--- src/rtl/off_pkg.sv ---
// ----------------------------------------------------------------------------
// off_pkg
// Types, constants and helper functions shared by the odometry fusion block.
// ----------------------------------------------------------------------------
`timescale 1ns / 1ps

package off_pkg;

    typedef enum logic [1:0] {
        ST_IDLE,
        ST_QPROD,
        ST_ENTRY,
        ST_MAC
    } off_state_t;

    // Request / response tag that travels through the shared multiplier.
    typedef struct packed {
        logic       valid;
        logic       last;
        logic [3:0] tag;
    } off_mreq_t;

    localparam int NUM_QPROD   = 10;
    localparam int NUM_ENTRY   = 9;
    localparam int NUM_MAC     = 18;
    localparam int SPLIT_BITS  = 18;
    localparam int VEC_W       = 36;
    localparam int QPROD_W     = 32;

    // Component index pairs for the quaternion products:
    // xx yy zz ww xy wz xz wy yz wx
    function automatic logic [1:0] prod_a_idx(input logic [3:0] n);
        logic [1:0] r;
        case (n)
            4'd0:    r = 2'd0;
            4'd1:    r = 2'd1;
            4'd2:    r = 2'd2;
            4'd3:    r = 2'd3;
            4'd4:    r = 2'd0;
            4'd5:    r = 2'd3;
            4'd6:    r = 2'd0;
            4'd7:    r = 2'd3;
            4'd8:    r = 2'd1;
            default: r = 2'd3;
        endcase
        return r;
    endfunction

    function automatic logic [1:0] prod_b_idx(input logic [3:0] n);
        logic [1:0] r;
        case (n)
            4'd0:    r = 2'd0;
            4'd1:    r = 2'd1;
            4'd2:    r = 2'd2;
            4'd3:    r = 2'd3;
            4'd4:    r = 2'd1;
            4'd5:    r = 2'd2;
            4'd6:    r = 2'd2;
            4'd7:    r = 2'd1;
            4'd8:    r = 2'd2;
            default: r = 2'd0;
        endcase
        return r;
    endfunction

    // Negate with saturation of the most negative value.
    function automatic logic signed [15:0] neg_sat(input logic signed [15:0] v);
        logic signed [15:0] r;
        if (v == 16'sh8000)
            r = 16'sh7fff;
        else
            r = -v;
        return r;
    endfunction

endpackage

--- src/rtl/off_mul.sv ---
// ----------------------------------------------------------------------------
// off_mul
// Shared registered signed multiplier with a tag carried alongside.
// ----------------------------------------------------------------------------
`timescale 1ns / 1ps

module off_mul #(
    parameter int AW = 17
) (
    input  logic                        clk,
    input  logic                        rst_n,
    input  off_pkg::off_mreq_t          req,
    input  logic signed [AW-1:0]        a,
    input  logic signed [18:0]          b,
    output off_pkg::off_mreq_t          rsp,
    output logic signed [AW+18:0]       p
);

    off_pkg::off_mreq_t      rsp_reg;
    logic signed [AW+18:0]   p_reg;

    always_ff @(posedge clk or negedge rst_n)
    begin
        if (!rst_n)
        begin
            rsp_reg <= '0;
        end
        else
        begin
            rsp_reg <= req;
        end
    end

    always_ff @(posedge clk)
    begin
        if (req.valid)
        begin
            p_reg <= a * b;
        end
    end

    assign rsp = rsp_reg;
    assign p   = p_reg;

endmodule

--- src/rtl/odometry_frame_fusion_top.sv ---
// ----------------------------------------------------------------------------
// odometry_frame_fusion_top
// Dead-reckoning fusion of wheel odometry with a remapped camera orientation.
// ----------------------------------------------------------------------------
// A pose item gives its result in the cycle after acceptance.
// An odometry item runs two passes of 10 quaternion products, 9 matrix entry
// roundings and 18 half-width multiply-accumulates on the single shared
// multiplier, each multiply phase followed by a drain of the multiplier.
// One item is in work at a time; input is held off until the result is taken,
// so a new item is accepted only after the previous result has been taken.
// Reset is asynchronous: identity orientation, zero position, first sample set.
`timescale 1ns / 1ps

module odometry_frame_fusion_top #(
    parameter int QUAT_FRAC_BITS = 14
) (
    input  logic         clk,
    input  logic         rst_n,
    input  logic         s_tvalid,
    output logic         s_tready,
    // pos_x, pos_y, pos_z, quat_x, quat_y, quat_z, quat_w (low bit up)
    input  logic [159:0] s_tdata,
    // command
    input  logic [0:0]   s_tuser,
    output logic         m_tvalid,
    input  logic         m_tready,
    // fused_x, fused_y, fused_z, fused_qx, fused_qy, fused_qz, fused_qw
    output logic [159:0] m_tdata
);

    localparam int RW   = 36 - QUAT_FRAC_BITS;
    localparam int AW   = (RW > 17) ? RW : 17;
    localparam int PW   = AW + 19;
    localparam int ACCW = AW + 40;
    localparam int VW   = off_pkg::VEC_W;
    localparam logic signed [15:0] ONE =
        (QUAT_FRAC_BITS >= 15) ? 16'sh7fff : 16'(1 << QUAT_FRAC_BITS);
    localparam logic signed [VW-1:0]   F_HALF   = VW'(1) <<< (QUAT_FRAC_BITS - 1);
    localparam logic signed [ACCW-1:0] A_HALF   = ACCW'(1) <<< (QUAT_FRAC_BITS - 1);
    localparam logic signed [ACCW-1:0] LOC_MAX  = (ACCW'(1) <<< 34) - ACCW'(1);
    localparam logic signed [ACCW-1:0] LOC_MIN  = -(ACCW'(1) <<< 34);
    localparam logic signed [ACCW-1:0] I32_MAX  = ACCW'(32'sh7fffffff);
    localparam logic signed [ACCW-1:0] I32_MIN  = ACCW'(-33'sh80000000);

    off_pkg::off_state_t state_reg, state_next;
    logic [4:0]          cnt_reg, cnt_next;
    logic                stage_reg, stage_next;
    logic                first_reg;
    logic                out_valid_reg;

    logic signed [15:0]        mq_reg       [4];
    logic signed [31:0]        prod_reg     [10];
    logic signed [RW-1:0]      mat_reg      [9];
    logic signed [VW-1:0]      d_reg        [3];
    logic signed [VW-1:0]      loc_reg      [3];
    logic signed [ACCW-1:0]    acc_reg;
    logic signed [31:0]        prev_pos_reg [3];
    logic signed [15:0]        prev_quat_reg[4];
    logic signed [15:0]        cam_now_reg  [4];
    logic signed [15:0]        cam_lat_reg  [4];
    logic signed [31:0]        accum_reg    [3];

    logic                  in_acc;
    logic                  cmd;
    logic signed [31:0]    in_pos [3];
    logic signed [15:0]    in_quat[4];

    logic [1:0]            ia, ib;
    logic [1:0]            m_row, m_k;
    logic                  m_half;
    logic [4:0]            m_rem;
    logic [3:0]            mat_idx;
    logic signed [RW-1:0]  mat_sel;
    logic signed [VW-1:0]  vec_sel;
    off_pkg::off_mreq_t    mreq, mrsp;
    logic signed [AW-1:0]  mul_a;
    logic signed [18:0]    mul_b;
    logic signed [PW-1:0]  mul_p;

    logic signed [VW-1:0]  f_val;
    logic signed [VW-1:0]  f_rnd;
    logic signed [ACCW-1:0] contrib, sum_c, rnd, tot;
    logic signed [ACCW-1:0] loc_sat, tot_sat;

    assign in_acc = s_tvalid && s_tready;
    assign cmd    = s_tuser[0];

    always_comb
    begin
        for (int i = 0; i < 3; i++)
        begin
            in_pos[i] = s_tdata[32*i +: 32];
        end
        for (int i = 0; i < 4; i++)
        begin
            in_quat[i] = s_tdata[96 + 16*i +: 16];
        end
    end

    // ---- sequencer ----
    always_ff @(posedge clk or negedge rst_n)
    begin
        if (!rst_n)
        begin
            state_reg <= off_pkg::ST_IDLE;
            cnt_reg   <= '0;
            stage_reg <= 1'b0;
        end
        else
        begin
            state_reg <= state_next;
            cnt_reg   <= cnt_next;
            stage_reg <= stage_next;
        end
    end

    always_comb
    begin
        state_next = state_reg;
        cnt_next   = cnt_reg + 5'd1;
        stage_next = stage_reg;
        case (state_reg)
            off_pkg::ST_IDLE:
            begin
                cnt_next = '0;
                if (in_acc && cmd)
                begin
                    state_next = off_pkg::ST_QPROD;
                    stage_next = 1'b0;
                end
            end
            off_pkg::ST_QPROD:
            begin
                if (cnt_reg == 5'(off_pkg::NUM_QPROD))
                begin
                    state_next = off_pkg::ST_ENTRY;
                    cnt_next   = '0;
                end
            end
            off_pkg::ST_ENTRY:
            begin
                if (cnt_reg == 5'(off_pkg::NUM_ENTRY - 1))
                begin
                    state_next = off_pkg::ST_MAC;
                    cnt_next   = '0;
                end
            end
            off_pkg::ST_MAC:
            begin
                if (cnt_reg == 5'(off_pkg::NUM_MAC))
                begin
                    cnt_next = '0;
                    if (!stage_reg)
                    begin
                        state_next = off_pkg::ST_QPROD;
                        stage_next = 1'b1;
                    end
                    else
                    begin
                        state_next = off_pkg::ST_IDLE;
                    end
                end
            end
            default:
            begin
                state_next = off_pkg::ST_IDLE;
                cnt_next   = '0;
            end
        endcase
    end

    // ---- operand selection ----
    always_comb
    begin
        ia = off_pkg::prod_a_idx(cnt_reg[3:0]);
        ib = off_pkg::prod_b_idx(cnt_reg[3:0]);

        if (cnt_reg >= 5'd12)
        begin
            m_row = 2'd2;
            m_rem = cnt_reg - 5'd12;
        end
        else if (cnt_reg >= 5'd6)
        begin
            m_row = 2'd1;
            m_rem = cnt_reg - 5'd6;
        end
        else
        begin
            m_row = 2'd0;
            m_rem = cnt_reg;
        end
        m_k    = m_rem[2:1];
        m_half = m_rem[0];

        // second pass walks the transpose
        if (stage_reg)
            mat_idx = {2'b00, m_k} * 4'd3 + {2'b00, m_row};
        else
            mat_idx = {2'b00, m_row} * 4'd3 + {2'b00, m_k};
        mat_sel = mat_reg[mat_idx];
        vec_sel = stage_reg ? loc_reg[m_k] : d_reg[m_k];

        mreq = '0;
        mul_a = AW'(mq_reg[ia]);
        mul_b = 19'(mq_reg[ib]);
        if (state_reg == off_pkg::ST_QPROD)
        begin
            mreq.valid = (cnt_reg < 5'(off_pkg::NUM_QPROD));
            mreq.tag   = cnt_reg[3:0];
        end
        else if (state_reg == off_pkg::ST_MAC)
        begin
            mreq.valid = (cnt_reg < 5'(off_pkg::NUM_MAC));
            mreq.tag   = {1'b0, m_half, m_row};
            mreq.last  = (m_k == 2'd2) && m_half;
            mul_a      = AW'(mat_sel);
            if (m_half)
                mul_b = 19'($signed(vec_sel[VW-1:off_pkg::SPLIT_BITS]));
            else
                mul_b = {1'b0, vec_sel[off_pkg::SPLIT_BITS-1:0]};
        end
    end

    off_mul #(
        .AW (AW)
    ) u_mul (
        .clk   (clk),
        .rst_n (rst_n),
        .req   (mreq),
        .a     (mul_a),
        .b     (mul_b),
        .rsp   (mrsp),
        .p     (mul_p)
    );

    // ---- matrix entry from the stored products ----
    // products: 0 xx 1 yy 2 zz 3 ww 4 xy 5 wz 6 xz 7 wy 8 yz 9 wx
    always_comb
    begin
        case (cnt_reg[3:0])
            4'd0: f_val = VW'(prod_reg[3]) + VW'(prod_reg[0]) - VW'(prod_reg[1])
                          - VW'(prod_reg[2]);
            4'd1: f_val = (VW'(prod_reg[4]) + VW'(prod_reg[5])) <<< 1;
            4'd2: f_val = (VW'(prod_reg[6]) - VW'(prod_reg[7])) <<< 1;
            4'd3: f_val = (VW'(prod_reg[4]) - VW'(prod_reg[5])) <<< 1;
            4'd4: f_val = VW'(prod_reg[3]) - VW'(prod_reg[0]) + VW'(prod_reg[1])
                          - VW'(prod_reg[2]);
            4'd5: f_val = (VW'(prod_reg[8]) + VW'(prod_reg[9])) <<< 1;
            4'd6: f_val = (VW'(prod_reg[6]) + VW'(prod_reg[7])) <<< 1;
            4'd7: f_val = (VW'(prod_reg[8]) - VW'(prod_reg[9])) <<< 1;
            default: f_val = VW'(prod_reg[3]) - VW'(prod_reg[0]) - VW'(prod_reg[1])
                             + VW'(prod_reg[2]);
        endcase
        f_rnd = (f_val + F_HALF) >>> QUAT_FRAC_BITS;
    end

    // ---- accumulate, round, saturate ----
    always_comb
    begin
        if (mrsp.tag[2])
            contrib = ACCW'(mul_p) <<< off_pkg::SPLIT_BITS;
        else
            contrib = ACCW'(mul_p);
        sum_c = acc_reg + contrib;
        rnd   = (sum_c + A_HALF) >>> QUAT_FRAC_BITS;
        tot   = ACCW'(accum_reg[mrsp.tag[1:0]]) + rnd;

        if (rnd > LOC_MAX)
            loc_sat = LOC_MAX;
        else if (rnd < LOC_MIN)
            loc_sat = LOC_MIN;
        else
            loc_sat = rnd;

        if (tot > I32_MAX)
            tot_sat = I32_MAX;
        else if (tot < I32_MIN)
            tot_sat = I32_MIN;
        else
            tot_sat = tot;
    end

    // ---- state with defined reset ----
    always_ff @(posedge clk or negedge rst_n)
    begin
        if (!rst_n)
        begin
            first_reg     <= 1'b1;
            out_valid_reg <= 1'b0;
            for (int i = 0; i < 3; i++)
            begin
                accum_reg[i] <= '0;
                cam_now_reg[i] <= '0;
                cam_lat_reg[i] <= '0;
            end
            cam_now_reg[3] <= ONE;
            cam_lat_reg[3] <= ONE;
        end
        else
        begin
            if (m_tvalid && m_tready)
                out_valid_reg <= 1'b0;

            if (in_acc && !cmd)
            begin
                cam_now_reg[0] <= in_quat[2];
                cam_now_reg[1] <= off_pkg::neg_sat(in_quat[0]);
                cam_now_reg[2] <= off_pkg::neg_sat(in_quat[1]);
                cam_now_reg[3] <= in_quat[3];
                out_valid_reg  <= 1'b1;
            end

            if (state_reg == off_pkg::ST_MAC && stage_reg && mrsp.valid && mrsp.last)
                accum_reg[mrsp.tag[1:0]] <= tot_sat[31:0];

            if (state_reg == off_pkg::ST_MAC && stage_reg
                && cnt_reg == 5'(off_pkg::NUM_MAC))
            begin
                for (int i = 0; i < 4; i++)
                begin
                    cam_lat_reg[i] <= cam_now_reg[i];
                end
                first_reg     <= 1'b0;
                out_valid_reg <= 1'b1;
            end
        end
    end

    // ---- working storage ----
    always_ff @(posedge clk)
    begin
        if (in_acc && cmd)
        begin
            for (int i = 0; i < 3; i++)
            begin
                if (first_reg)
                    d_reg[i] <= '0;
                else
                    d_reg[i] <= VW'(in_pos[i]) - VW'(prev_pos_reg[i]);
                prev_pos_reg[i] <= in_pos[i];
            end
            for (int i = 0; i < 4; i++)
            begin
                mq_reg[i]        <= first_reg ? in_quat[i] : prev_quat_reg[i];
                prev_quat_reg[i] <= in_quat[i];
            end
        end

        if (state_reg == off_pkg::ST_QPROD && mrsp.valid)
            prod_reg[mrsp.tag] <= mul_p[31:0];

        if (state_reg == off_pkg::ST_ENTRY)
            mat_reg[cnt_reg[3:0]] <= f_rnd[RW-1:0];

        if (state_reg == off_pkg::ST_ENTRY)
            acc_reg <= '0;

        if (state_reg == off_pkg::ST_MAC && mrsp.valid)
        begin
            if (mrsp.last)
            begin
                acc_reg <= '0;
                if (!stage_reg)
                    loc_reg[mrsp.tag[1:0]] <= loc_sat[VW-1:0];
            end
            else
            begin
                acc_reg <= sum_c;
            end
        end

        // second pass rotates out with the orientation latched last time
        if (state_reg == off_pkg::ST_MAC && !stage_reg
            && cnt_reg == 5'(off_pkg::NUM_MAC))
        begin
            for (int i = 0; i < 4; i++)
            begin
                mq_reg[i] <= cam_lat_reg[i];
            end
        end
    end

    assign s_tready = (state_reg == off_pkg::ST_IDLE) && !out_valid_reg;
    assign m_tvalid = out_valid_reg;
    assign m_tdata  = {cam_now_reg[3], cam_now_reg[2], cam_now_reg[1], cam_now_reg[0],
                       accum_reg[2], accum_reg[1], accum_reg[0]};

endmodule

--- config.mk ---
export PLATFORM = sky130hd
export DESIGN_NAME = odometry_frame_fusion_top
export DESIGN_NICKNAME = d
export VERILOG_FILES = /design/src/rtl/off_pkg.sv /design/src/rtl/off_mul.sv /design/src/rtl/odometry_frame_fusion_top.sv
export SDC_FILE = /design/constraint.sdc
export NUM_CORES = 2
export LEC_CHECK = 0
export BUFFER_PORTS_ARGS = -buffer_cell sky130_fd_sc_hd__buf_2
export CORE_MARGIN = 8
export CORE_UTILIZATION = 50
export DETAILED_ROUTE_END_ITERATION = 6
export GPL_ROUTABILITY_DRIVEN = 1
export PLACE_DENSITY = 0.8
export SLEW_MARGIN = 10
export SYNTH_ARGS = -nofsm -noshare
export SYNTH_HDL_FRONTEND = slang
export SYNTH_HIERARCHICAL = 1
export SYNTH_SLANG_ARGS = --single-unit
export TNS_END_PERCENT = 20
--- constraint.sdc ---
create_clock -name clk -period 12.5 [get_ports clk]
set_clock_uncertainty 0.2 [all_clocks]
set_input_delay 1.25 -clock clk [delete_from_list [all_inputs] [get_ports clk]]
set_output_delay 1.25 -clock clk [all_outputs]
set_load 0.005 [all_outputs]
---- After elaboration in Yosys (flattened, before gate mapping) ----
Memory sizes are Yosys's and may differ from the RTL's.
Cells that the tools add are included.
storage, ports and cells
  output and inout port bits .............. 162
  logic and storage cells ................. 201
  memories kept ........................... 9
  input port bits ......................... 165
  bits in writable memories ............... 958
  register bits after elaboration ......... 343
  ROM bits ................................ 64
cells by class
  $mul .................................... 3
  equal/unequal tests ..................... 20
  multiplexer cells ....................... 77
  magnitude comparators ................... 10
  bitwise gates (word level) .............. 8
  $add $sub $neg .......................... 28
  reductions and logical operators ........ 25
memories
  memory           depth  width  rd ports  clocked after Yosys merged registers in  write ports  line                             RTL
  prod_reg         10     32     10        0                                        1            odometry_frame_fusion_top.sv:52  logic signed [31:0] prod_reg [10];
  mat_reg          9      22     1         0                                        1            odometry_frame_fusion_top.sv:53  logic signed [RW-1:0] mat_reg [9];
  d_reg            3      36     1         0                                        3            odometry_frame_fusion_top.sv:54  logic signed [VW-1:0] d_reg [3];
  loc_reg          3      36     1         0                                        1            odometry_frame_fusion_top.sv:55  logic signed [VW-1:0] loc_reg [3];
  prev_pos_reg     3      32     3         0                                        3            odometry_frame_fusion_top.sv:57  logic signed [31:0] prev_pos_reg [3];
  mq_reg           4      16     2         0                                        4            odometry_frame_fusion_top.sv:51  logic signed [15:0] mq_reg [4];
  3 more memories  --     --     --        --                                       --           --
operators with widths
  cell                                                          number
  one-hot mux 36 bit (8 select lines)                           1
  subtractor 32 x 32 -> 33 bit                                  7
  2-to-1 mux 36 bit                                             6
  2-to-1 mux 62 bit                                             3
  2-to-1 mux 16 bit                                             10
  2-to-1 mux 32 bit                                             5
  adder 32 x 32 -> 33 bit                                       4
  bitwise mux 96 bit                                            1
  subtractor 34 x 32 -> 35 bit                                  2
  subtractor 33 x 32 -> 34 bit                                  2
  binary-select mux 32 bit (select 2 bit)                       1
  demux 32 bit (select 2 bit)                                   1
  adder 62 x 15 -> 62 bit, second input constant                1
  adder 62 x 59 -> 62 bit                                       1
  2-to-1 mux 58 bit                                             1
  2-to-1 mux 19 bit                                             3
  adder 32 x 48 -> 49 bit                                       1
  > comparator 49 x 32 -> 1 bit, second input constant          1
  less-than comparator 49 x 32 -> 1 bit, second input constant  1
  > comparator 48 x 35 -> 1 bit, second input constant          1
  less-than comparator 48 x 35 -> 1 bit, second input constant  1
  2-to-1 mux 22 bit                                             2
  multiplier 22 x 19 -> 41 bit                                  1
  adder 36 x 15 -> 36 bit, second input constant                1
  other kinds (41)                                              113

---- Logic depth before layout (Yosys ltp) ----
An unclocked memory read counts as a cell.
  depth after elaboration ................. 10
  gate-level depth with buffers ........... 46
  mapped depth without buffers ............ 38

---- Modules after synthesis ----
Netlist, hierarchy kept.
modules (own cells, without submodules)
  module                     area each (um2)  seq. area each (um2)  cells each  instances
  odometry_frame_fusion_top  78321.4          36218.5               7206        1
  off_mul                    16808.6          1381.3                1746        1

---- Worst setup path after synthesis ----
Ideal clock, no wire load.
  path type ............................... reg-to-reg
  start point ............................. register cnt_reg[1]
  end point ............................... register u_mul.p_reg[39] (netlist: u_mul/p[39]), data pin
  path buffers ............................ 7
  clock period less this slack ............ 11698 ps
  stages on the path, launching flop included .. 42
  path slack .............................. 802 ps
  data required time ...................... 12120 ps
  library setup time ...................... 180 ps
  arrival ................................. 11318 ps
  path through ............................ dfrtp_1 -> clkbuf_1 -> clkinv_1 -> clkbuf_1 -> ha_1 -> nor2b_1 -> o32a_1 -> clkinv_1 -> clkbuf_1 -> clkbuf_1 -> fa_1 -> and2_1 -> fa_1 -> mux2_2 -> clkbuf_1 -> clkbuf_1 -> mux4_2 -> nand2_1 -> (+6 left out) -> inv_1 -> fa_1 -> inv_1 -> fa_1 -> inv_1 -> fa_1 -> inv_1 -> fa_1 -> fa_1 -> ha_1 -> ha_1 -> a21o_1 -> a21oi_1 -> o21bai_1 -> a21o_1 -> a211oi_1 -> a31oi_2 -> o311ai_1
between the ends
  cells in the longest elaborated chain, start to end .. 10
  elaborated cells on any way between the ends .. 26
  classes of those cells .................. add/sub: 4; mul: 3; order compare: 2; mux: 11; memory: 6
RTL lines
  element                                                                         line                                                                RTL
  start: declaration                                                              odometry_frame_fusion_top.sv:46                                     logic [4:0] cnt_reg, cnt_next;
  start signal: assignment                                                        odometry_frame_fusion_top.sv:112                                    cnt_reg <= cnt_next;
  greater-or-equal comparator 5 x 3 -> 1 bit or subtractor 3 bit (tied branches)  odometry_frame_fusion_top.sv:183, odometry_frame_fusion_top.sv:186
  2-to-1 mux 1 bit or 2-to-1 mux 3 bit (tied branches)                            odometry_frame_fusion_top.sv:183                                    else if (cnt_reg >= 5'd6)
  2-to-1 mux 2 bit or 2-to-1 mux 3 bit (tied branches)                            odometry_frame_fusion_top.sv:178                                    if (cnt_reg >= 5'd12)
  multiplier 2 x 2 -> 4 bit, on equally long branches                             odometry_frame_fusion_top.sv:200, odometry_frame_fusion_top.sv:198
  adder 4 x 2 -> 4 bit, on equally long branches                                  odometry_frame_fusion_top.sv:200, odometry_frame_fusion_top.sv:198
  2-to-1 mux 4 bit                                                                odometry_frame_fusion_top.sv:197                                    if (stage_reg)
  memory read (9 x 22 bit)                                                        --
  2-to-1 mux 22 bit                                                               odometry_frame_fusion_top.sv:212                                    else if (state_reg == off_pkg::ST_MAC)
  2-to-1 mux 22 bit *                                                             odometry_frame_fusion_top.sv:207                                    if (state_reg == off_pkg::ST_QPROD)
  net mul_a[21]                                                                   odometry_frame_fusion_top.sv:76                                     logic signed [AW-1:0] mul_a;
  multiplier 22 x 19 -> 41 bit *                                                  off_mul.sv:38                                                       p_reg <= a * b;
  end signal: assignment                                                          off_mul.sv:38
  end: declaration                                                                off_mul.sv:20                                                       logic signed [AW+18:0] p_reg;
Mark *: on every way through the listed nets, which the timed path passes. The rest lies on a longest branch.
A chain may end at the register's enable or synchronous reset.

---- Worst setup path in the final report ----
  start point ............................. register cnt_reg[2]
  end point ............................... register u_mul.p_reg[37] (netlist: u_mul/p[37]), data pin
The elaborated chain is that of the path after synthesis.

==> run summary <==
### Run status
• finished with violations — outcome
• DRC — failing checks

### Cells and area
• 10590 — Post-layout nets
• 15600 — filler cell count in the final layout
• 320 — max reg flops
• 0.1155 — proportion of layout cells with a drive suffix above 1
• 52740 µm² — Multi-input gate area
• 104600 µm² — post-route cell area
• 37610 µm² — register area
• 9.942% — Syn-to-layout area delta

### Die
• 452.2 µm — die outline height
• 327 — Top-Level Pins
• 189600 µm² — core region area
• 452.2 µm — die boundary width
• 0.5018 — starting density of the core
• 204500 µm² — die area
• 160 — Std-Cell Rows

### Synthesis
• 10340 — Synth Net Count
• 112 — synth unique cells
• sky130_fd_sc_hd__edfxtp_1 33%, sky130_fd_sc_hd__fa_1 12%, sky130_fd_sc_hd__ha_1 8.7% — cell types occupying the most area after synthesis
• 10.63 µm² — average size of a mapped cell
• sky130_fd_sc_hd__edfxtp_1 — Synth Flop Type
• 8952 — post-synthesis instance total
• 0.3321 — proportion of netlist area held by the largest area contributor
• sky130_fd_sc_hd__edfxtp_1 — post-synth top area cell
• 0.1858 — share of flip-flops with an asynchronous set or reset
• 95130 µm² — netlist area before placement
• 1292 — number of storage elements in the synthesis netlist
• 0.3952 — sequential area share after synthesis
• 6 — Ys Warns
• 1052 — EDFF count, synth

### Routing
• 3 — DR DRC count
• 128900 µm — met2 routed wirelength
• 23.27 µm — drt wl/cell
• 7469 — first-iteration detailed-routing DRC count
• 71960 — via count of the routed design
• met5 — uppermost layer routed
• 0 — antenna-violating nets left
• 6.075 — average via count per standard cell
• 23810 µm — metal3 WL
• 275600 µm — sum of routed wire length over all layers
• 109500 µm — sum of routed wire segments on met1
• 7 — number of iterations in the first detailed-routing pass

### Clocking
• 60 ps — Clock Pin Slew Worst Setup and Hold Paths
• 0 — number of post-CTS setup repair buffers
• 147 — total clock buffers created by CTS
• 820 ps — Clk Latency, worst-skew pair
• 4 — htree depth
• 3 — clk buf depth
• 0 — hold-fix buffers at CTS
• built — clock tree from TritonCTS
• sky130_fd_sc_hd__clkbuf_16 — root cell of the clock tree
• 0 — number of cells upsized or downsized after cts
• 1292 — CTS Sinks

### Worst setup path
• 47 — Max FO, Critical Path
• sky130_fd_sc_hd__fa_1 — Most Frequent Cell on Critical Path
• 36 — r2r worst-path depth
• sky130_fd_sc_hd__o21ai_1 — cell type of the slowest stage on the worst timing path
• 12870 ps — data required time at the worst endpoint
• reg -> reg — kind of critical path
• flip-flop — Worst Setup Start Kind
• flip-flop — type of destination of the critical path
• cnt_reg[2]$_DFF_PN0_ — reg-to-reg critical path startpoint
• 12130 ps — arrival time worst endpoint
• u_mul/p[37]$_DFFE_PP_ — endpoint of the worst-slack reg-to-reg timing path
• 750 ps — setup slack, reg-to-reg
• 900 ps — peak per-stage delay on the critical path

### Place
• 207900 µm — placed wire-length estimate after detailed placement
• 924.6 ps — pre-CTS setup slack
• 326 — number of input and output port buffers inserted
• 0.9736 — placer congestion estimate
• 99730 µm² — placed cell area

### STA
• 746.6 ps — Worst Slack Setup Final
• 0.1435 — worst relative slew slack
• 0 — final count of hold timing violations
• 0 — number of failing setup endpoints in the final timing report
• 0 ps — post-route setup TNS
• 0 — fin. max-slew vios
• 11750 ps — shortest clock period the worst path allows after layout
• 0.9403 — part of the cycle the worst path needs
• 85.08 MHz — Max Fclk
• no — unrepaired setup endpoints after global routing
• 1276 ps — pin slew with the least headroom to its limit

### Power
• 7.133 mW — design internal power
• 0.504 — share of total power in sequential cells
• 44.11 nW — Static Leakage
• 0.475 — share of power burned in the clock network
• 0.0001470 V — Peak supply drop
• 0.2190 — switching fraction of total power
• 0.021 — combinational power share
• 9.134 mW — overall power of the completed layout
• 2.000 mW — Switch Pwr
• 87.33 nW/µm² — Cell Pwr Density

### Global route
• 0.2619 — aggregate global-route resource usage
• 0 — sum of overflow across all layers after global routing
• 421600 µm — wire length of the first global-routing pass
• 118 — maximum number of pins on one net before global-route repair
• 16 — number of antenna violations at the first check in global routing
• 72600 — via count of the first global-routing pass

### Min path
• reg -> reg — Hold Path Class
• cam_lat_reg[57]$_DFFE_PN0P_ — worst min-delay path endpoint
• cam_lat_reg[57]$_DFFE_PN0P_ — min-delay src
• 1 — hold path cells

### Run
• 0 — # Max-Cap Violations

cell usage after synthesis (all sizes together) (39+ instances only):
library cell	n
xnor2	252
xor2	138
nor4	39
o21bai	62
a21o	155
nand4	74
inv	957
clkbuf	319
dfrtp	237
mux4	122
nand3	164
or2	39
and3	84
ha	664
a211oi	60
or3	62
o21ai	347
nand2b	71
a31oi	72
o21a	66
o211ai	48
edfxtp	1052
mux2i	140
nor2b	107
a21oi	593
fa	556
mux2	127
nor2	627
buf	40
nand2	721
and2	240
nor3	180
power by group through the flow:
stage                     clock [mW]  combinational [mW]  sequential [mW]
after global routing            4.55               0.206             4.60
after floorplan                    0              0.0951             4.70
final                           4.34               0.188             4.61
after detailed placement           0               0.183             4.69
after global placement             0               0.177             4.69
after CTS                       4.40               0.185             4.61
placed cells by master, fill, tap and decap left out, drive strengths merged, types with 127 or more instances in the layout:
| cell | instances |
|---|---|
| buf | 460 |
| mux2i | 140 |
| a21o | 155 |
| xor2 | 138 |
| nor3 | 180 |
| xnor2 | 252 |
| inv | 968 |
| dfrtp | 237 |
| clkbuf | 179 |
| a21oi | 593 |
| o21ai | 347 |
| fa | 556 |
| mux2 | 127 |
| and2 | 240 |
| ha | 664 |
| nand3 | 164 |
| edfxtp | 1052 |
| nor2 | 627 |
| nand2 | 721 |
worst max path at each step:
stage                              start                     to  slack, ps
floorplan           cnt_reg[1]$_DFF_PN0_  u_mul/p[39]$_DFFE_PP_        800
CTS                 cnt_reg[2]$_DFF_PN0_  u_mul/p[37]$_DFFE_PP_        810
global route        cnt_reg[2]$_DFF_PN0_  u_mul/p[40]$_DFFE_PP_        240
global placement    cnt_reg[2]$_DFF_PN0_  u_mul/p[37]$_DFFE_PP_       1220
finish              cnt_reg[2]$_DFF_PN0_  u_mul/p[37]$_DFFE_PP_        750
detailed placement  cnt_reg[2]$_DFF_PN0_  u_mul/p[37]$_DFFE_PP_        920
kinds of logic after synthesis:
| logic type | after synthesis | synth area share |
|---|---|---|
| AOI/OAI and AO/OA | 1807 | 0.1234 |
| xor gates and xnor gates | 390 | 0.03591 |
| adders and majority gates | 1220 | 0.2043 |
| buffers and inverters | 1319 | 0.05253 |
| DFF | 1292 | 0.3952 |
| muxes | 389 | 0.05869 |
| and+or+nand+nor | 2535 | 0.1299 |
worst max-delay path: cells and delay by family, from the launching register on:
kind	cells	cell delay (ps)
AND/OR/NAND/NOR	6	620
buffers and inverters	6	1530
flip-flops	1	480
XOR/XNOR	2	290
AO/OA/AOI/OAI	9	2920
adder cells (fa/ha/maj)	11	4580
multiplexers	2	830
metal layers:
layer | GRT usage | vias to the layer above
met2 | 0.4273 | 3509
met5 | 0 | -
li1 | - | 32180
met3 | 0.04836 | 672
met4 | 0.1129 | 6
met1 | 0.3439 | 35600
cell type report:
cell class              instances  area share
well taps                    2511     0.03004
multi-input cells            6341      0.5043
inverters                     960     0.03451
clock buffers                 179     0.03721
diodes                         13   0.0003110
repair buffers                460     0.02531
flip-flops and latches       1292      0.3596
clock inverters                89    0.008745
stage by stage:
| step | hold WS, ps | instances | utilization |
|---|---|---|---|
| finish | 307.4 | 11850 | 0.5517 |
| detailed placement | 296.4 | 11560 | 0.5261 |
| global route | 320.3 | 11840 | 0.5516 |
| floorplan | 281.4 | 8952 | - |
| global placement | 290.7 | 11560 | 0.5261 |
| CTS | 310.0 | 11830 | 0.5514 |
Note: power is estimated with default switching activity, not from simulation.
